===== config.mk =====
export PLATFORM = sky130hd
export DESIGN_NAME = qspa_div
export DESIGN_NICKNAME = d
export VERILOG_FILES = /design/src/design/qspa_pkg.sv /design/src/design/qspa_div.sv
export SDC_FILE = /design/constraint.sdc
export NUM_CORES = 2
export LEC_CHECK = 0
export BUFFER_PORTS_ARGS = -buffer_cell sky130_fd_sc_hd__buf_2
export CAP_MARGIN = 0
export CORE_MARGIN = 8
export CORE_UTILIZATION = 40
export DETAILED_ROUTE_END_ITERATION = 6
export GPL_TIMING_DRIVEN = 0
export PLACE_DENSITY = 0.61
export SETUP_SLACK_MARGIN = 0.15
export SLEW_MARGIN = 20
export SYNTH_ARGS = -nofsm -noshare
export SYNTH_HDL_FRONTEND = slang
export SYNTH_SLANG_ARGS = --single-unit

===== constraint.sdc =====
create_clock -name clk -period 5.35 [get_ports clk]
set_input_delay 0.535 -clock clk [delete_from_list [all_inputs] [get_ports clk]]
set_output_delay 0.535 -clock clk [all_outputs]
set_load 0.02 [all_outputs]

===== src/design/qspa_pkg.sv =====
package qspa_pkg;

	localparam int QW      = 16;
	localparam int SCW     = 16;
	localparam int POSW    = 32;
	localparam int MW      = 32;
	localparam int PRODW   = 32;
	localparam int NORMW   = 33;
	localparam int NUMW    = 34;
	localparam int WIDEW   = 36;
	localparam int SPW     = 50;
	localparam int MAGW    = 48;
	localparam int RND_SH  = 9;
	localparam int DVDW    = MAGW + RND_SH + 1;
	localparam int QUOW    = 25;
	localparam int REMW    = NORMW + 1;
	localparam int NELEM   = 9;
	localparam int NAXIS   = 3;

	localparam logic signed [SCW-1:0] SCALE_ONE = 16'sd256;

	typedef logic signed [NUMW-1:0] num_t;
	typedef logic signed [SCW-1:0]  scale_t;
	typedef logic signed [POSW-1:0] pos_t;

	typedef struct packed {
		logic [NELEM-1:0] neg;
		pos_t             px;
		pos_t             py;
		pos_t             pz;
	} side_t;

endpackage


===== src/design/qspa_div.sv =====
module qspa_div (
	input  logic                            clk,
	input  logic                            en,
	input  logic [qspa_pkg::MAGW-1:0]       mag,
	input  logic [qspa_pkg::NORMW-1:0]      norm,
	output logic [qspa_pkg::QUOW-1:0]       quo
);

	logic [qspa_pkg::DVDW-1:0] dvd;
	logic [qspa_pkg::REMW-1:0] rem_s [0:qspa_pkg::QUOW];
	logic [qspa_pkg::QUOW-1:0] bits_s [0:qspa_pkg::QUOW];
	logic [qspa_pkg::REMW-1:0] den_s [0:qspa_pkg::QUOW];

	// round half away: (mag * 512 + n) / (2n)
	assign dvd = {mag, {qspa_pkg::RND_SH{1'b0}}, 1'b0} >> 1;

	always_ff @(posedge clk) begin
		if (en) begin
			rem_s[0]  <= qspa_pkg::REMW'((dvd + qspa_pkg::DVDW'(norm)) >> qspa_pkg::QUOW);
			bits_s[0] <= qspa_pkg::QUOW'(dvd + qspa_pkg::DVDW'(norm));
			den_s[0]  <= {norm, 1'b0};
		end
	end

	for (genvar k = 0; k < qspa_pkg::QUOW; k++) begin : g_step
		logic [qspa_pkg::REMW:0] trial;
		logic                    take;

		assign trial = {rem_s[k], bits_s[k][qspa_pkg::QUOW-1]};
		assign take  = trial >= {1'b0, den_s[k]};

		always_ff @(posedge clk) begin
			if (en) begin
				rem_s[k+1]  <= take ? qspa_pkg::REMW'(trial - {1'b0, den_s[k]})
					: trial[qspa_pkg::REMW-1:0];
				bits_s[k+1] <= {bits_s[k][qspa_pkg::QUOW-2:0], take};
				den_s[k+1]  <= den_s[k];
			end
		end
	end

	assign quo = bits_s[qspa_pkg::QUOW];

endmodule


# --- Word level (Yosys, flattened, before mapping) ---
# Memories as Yosys holds them, arrays and structs flattened.
# Cells that the tools add are included.
word_totals:
  ff_bits: 0
  ram_bits: 2418
  out_inout_bits: 25
  mem_count: 3
mem_list:
  columns: ["name", "words", "word_bits", "rd", "rd_ports_with_merged_regs", "write_ports", "line", "source"]
  rows:
  - ["den_s", 26, 34, 25, 0, 26, "qspa_div.sv:12", "logic [qspa_pkg::REMW-1:0] den_s [0:qspa_pkg::QUOW];"]
  - ["rem_s", 26, 34, 25, 0, 26, "qspa_div.sv:10", "logic [qspa_pkg::REMW-1:0] rem_s [0:qspa_pkg::QUOW];"]
  - ["bits_s", 26, 25, 26, 0, 26, "qspa_div.sv:11", "logic [qspa_pkg::QUOW-1:0] bits_s [0:qspa_pkg::QUOW];"]
op_classes:
  addsub: 26
  order_cmp: 25
  mux: 27
ops:
  columns: ["op", "count"]
  rows:
  - ["35-bit by 34-bit greater-or-equal comparator with 1-bit output", 25]
  - ["34-bit 2-to-1 mux", 25]
  - ["34-bit subtractor", 25]
  - ["57-bit by 33-bit adder with 58-bit output", 1]
  - ["1-bit 2-to-1 mux", 2]

# --- Depth between registers and ports, before layout ---
# An unclocked memory read counts as a cell.
depth:
  word_depth: 3
  ltp_mapped: 16
  depth_no_buf: 14

# --- Worst setup path after synthesis ---
# No wires, ideal clock.
synth_timing:
  path_kind: "register to register"
  start: "mem bits_s[2][86] (netlist bit)"
  end: "mem rem_s[1][155] (netlist bit), data pin"
  arrival_ns: 3.363
  t_required_ns: 5.090
  setup_slack_ns: 1.727
  path_stages_with_launch: 13
  period_less_slack_ns: 3.623
  cell_sequence: "edfxtp_1 ha_1 fa_1 nand2b_1 a21oi_1 o21ai_0 a211oi_1 o31ai_1 a2111oi_2 o21ai_0 o21ai_2 buf_4 mux2_2"
synth_rtl:
  columns: ["element", "line"]
  rows:
  - ["from (decl)", "qspa_div.sv:11"]
  - ["to (decl)", "qspa_div.sv:10"]

==> key figures <==
Worst setup path
  • Reg2reg path depth: 15
  • Worst path most repeated cell: a21oi_1
  • Slowest CP cell: clkbuf_1
  • Setup crit end kind: flip-flop
  • Critical Path Fanout Max: 10
  • Critical Path Max Stage Delay: between 0.6 and 0.7 ns
  • Worst EP required: between 6 and 7 ns
  • Startpoint type of the worst setup path: flip-flop
  • CP cell instances: inv_1, ha_1, fa_1, nand2b_1, a21oi_1, o211ai_1, nand4b_1, a21oi_1, o21ai_1, a31o_2, a21oi_1, clkbuf_1, clkbuf_1, nand2_1, o21ai_0
  • Crit path DAT: between 5 and 6 ns
  • Critical path class: flip-flop to flip-flop

Cells and area
  • Layout Cells excl Fill: 14736
  • Finished layout cell area: between 100000 and 150000 µm²
  • Final Util: 45.2%
  • Share of layout cells above drive strength 1: ~8.5%
  • Area Overhead vs Synth: 12.3%
  • Final net count: between 10000 and 15000

Placement
  • Placed cell count: about 14000
  • Post-DP Area: 123000 µm²
  • I/O Buffers: ~110
  • Gpl congestion: 0.919
  • DP HPWL: around 220 mm

Floorplan
  • CORE AREA: around 290000 µm²
  • Die span in x: 557 µm
  • Std-Cell Rows: approximately 200
  • Die Footprint: around 310000 µm²
  • Io pins: 108
  • Die height: between 500 and 600 µm
  • Initial Util: approximately 40%

Outcome
  • Status: finished clean

Routing
  • Routed vias: between 70000 and 80000
  • Drt first pass iters: 7
  • Drt initial violations: 7003
  • Drt via density: 5.40
  • Drt wl/cell: approximately 20 µm
  • Routed Antenna Nets: 0
  • DRC viols: 0
  • WL final: roughly 300 mm

Clock network
  • CTS Root Cell: clkbuf_16
  • Num CTS Buffers: 240
  • CTS Buffer Depth: 4
  • Clk slew on worst S/H paths: about 0.060 ns
  • Num Clock Sinks: about 2100
  • CTS tree: yes
  • H-tree Lvls: 4
  • Worst skew pair latency: just over 0.9 ns

Synthesis
  • Ys Warns: 0
  • Post-synth ARST share: 0%
  • Most common cell in the netlist: edfxtp_1
  • Synth Flop Type: edfxtp_1
  • Post-synth EDFFs: 2127
  • Synth unique cells: 95
  • Avg Inst Size Synth: ~11 µm²
  • Synthesis-stage register bit count: 2127
  • Syn Std Cell Area: roughly 120000 µm²
  • Ranking of synthesized cells by area: edfxtp_1 55%, ha_1 9.1%, a21oi_1 3.3%, inv_1 3.3%, o21ai_0 3.1%
  • Cells after synthesis: slightly above 10000
  • Net count after synthesis: about 11000
  • Synth top area share: roughly 55%
  • Register area share after synthesis: a little over half
  • Top cells by count, synth: 2127 x edfxtp_1, 1023 x inv_1, 848 x ha_1, 783 x a21oi_1, 719 x nand2_1
  • Area leader, netlist: edfxtp_1

Timing
  • Fin. max-slew vios: 0
  • Min Clock Period, post-route: roughly 4.9 ns
  • Clk_skew: between 0.09 and 0.1 ns
  • Final Hold Fails: 0
  • Fin crit share: around 90%
  • Setup TNS: 0 ns
  • Peak Freq: between 200 and 250 MHz
  • RSZ-0062 raised after global routing: no
  • Slew HR: 27.3%
  • # setup viols final: 0
  • Pin slew with the least headroom to its limit: ~1.1 ns

Run
  • MaxCap Viol Count: 0

Global routing
  • Vias in the first global route: about 77000
  • First-pass GRT wire length: between 400 and 500 mm
  • Largest net degree at the start of global routing: around 160
  • Total track usage: between 10% and 20%
  • Initial antenna violation count: 5
  • Gr ovfl total: 0

Power
  • P_leak: 53.1 nW
  • Power per standard cell area: approximately 600 nW/µm²
  • Max IR drop VDD: between 0.2 and 0.3 mV
  • Pwr Total: between 70 and 80 mW

Hold path
  • HP Class: primary input to flip-flop
  • WHS Path Cells: 3
==> final timing paths <==
path / startpoint / to / slack (ns)
max: rem_s[2][34] / rem_s[2][98] / 0.43
min: mag[3] / bits_s[0][12] / 0.11
max reg2reg: rem_s[2][34] / rem_s[2][98] / 0.43
min reg2reg: bits_s[4][71] / bits_s[4][97] / 0.37
==> cell families (layout without fill, tap and decap cells) <==
logic type	Yosys count	in the layout	share of synthesized area, %
flip-flops	2127	2127	54.5
adder cells (fa/ha/maj)	873	873	9.49
XOR/XNOR	692	692	5.17
multiplexers	294	294	2.80
buffers and inverters	1234	1867	4.13
other	0	3	0
AND/OR/NAND/NOR	2250	2250	9.21
AO/OA/AOI/OAI	2730	2730	14.7
==> cell usage in the layout, fill, tap and decap left out, drive strengths merged, types with 142 or more instances in the layout <==
cell type | netlist | routed
a21o | 421 | 421
a21oi | 783 | 783
buf | 76 | 200
clkbuf | 134 | 418
edfxtp | 2127 | 2127
ha | 848 | 848
inv | 1024 | 1029
mux2 | 267 | 267
nand2 | 719 | 719
nand2b | 142 | 142
nand3 | 142 | 142
nor2 | 548 | 548
nor3 | 142 | 142
o21ai | 728 | 728
xnor2 | 407 | 407
xor2 | 285 | 285
==> metal layers <==
| metal | track usage, % | vias to the layer above | share of wire [%] |
|---|---|---|---|
| met5 | 0 | - | 0 |
| met4 | 4.72 | 0 | 2.7 |
| met3 | 2.42 | 456 | 5.4 |
| met2 | 30.6 | 2111 | 47 |
| met1 | 24.8 | 38512 | 44 |
| li1 | - | 38436 | - |
==> per-stage QoR <==
step | setup WS [ns] | hold slack (ns)
floorplan | 1.73 | 0.400
global placement | -29.76 | 0.401
detailed placement | 0.206 | 0.405
CTS | 0.161 | 0.00938
global route | 0.162 | 0.0506
finish | 0.433 | 0.110
==> cell type report <==
class,count,area [µm²]
Inverter,1024,3840
Sequential cell,2127,63900
Timing Repair Buffer,192,1700
Fill cell,26605,160000
Multi-Input combinational cell,6839,48500
Buffer,210,992
Clock buffer,284,6230
Tap cell,3900,4880
Clock inverter,157,1530
Antenna cell,3,7.51
==> flip-flops by register name, indices dropped and copies added, names as in the netlist <==
| name | cells |
|---|---|
| den_s | 630 |
| rem_s | 849 |
| bits_s | 648 |
==> worst max-delay path: cells and delay by family, from the launching register on <==
family,cells,cell delay [ns]
and+or+nand+nor,3,0.50
buffers and inverters,3,1.50
AOI/OAI and AO/OA,7,1.88
adders and majority gates,2,0.43
DFF,1,0.40
==> repair_timing <==
action | 4_1_cts | 5_1_grt
resized for setup | 0 | 8
setup endpoints to repair | 0 | 63
setup buffers | 0 | 0
endpoints found under the hold margin | 60 | 0
hold buffers | 68 | 0
==> power by group <==
group | internal, mW | total (mW) | switching (mW)
clock network | 9.54 | 16.3 | 6.78
registers | 24.6 | 27.2 | 2.64
logic | 15.0 | 35.8 | 20.8
total | 49.1 | 79.4 | 30.2
No activity file was read; power rests on OpenSTA's default activity.
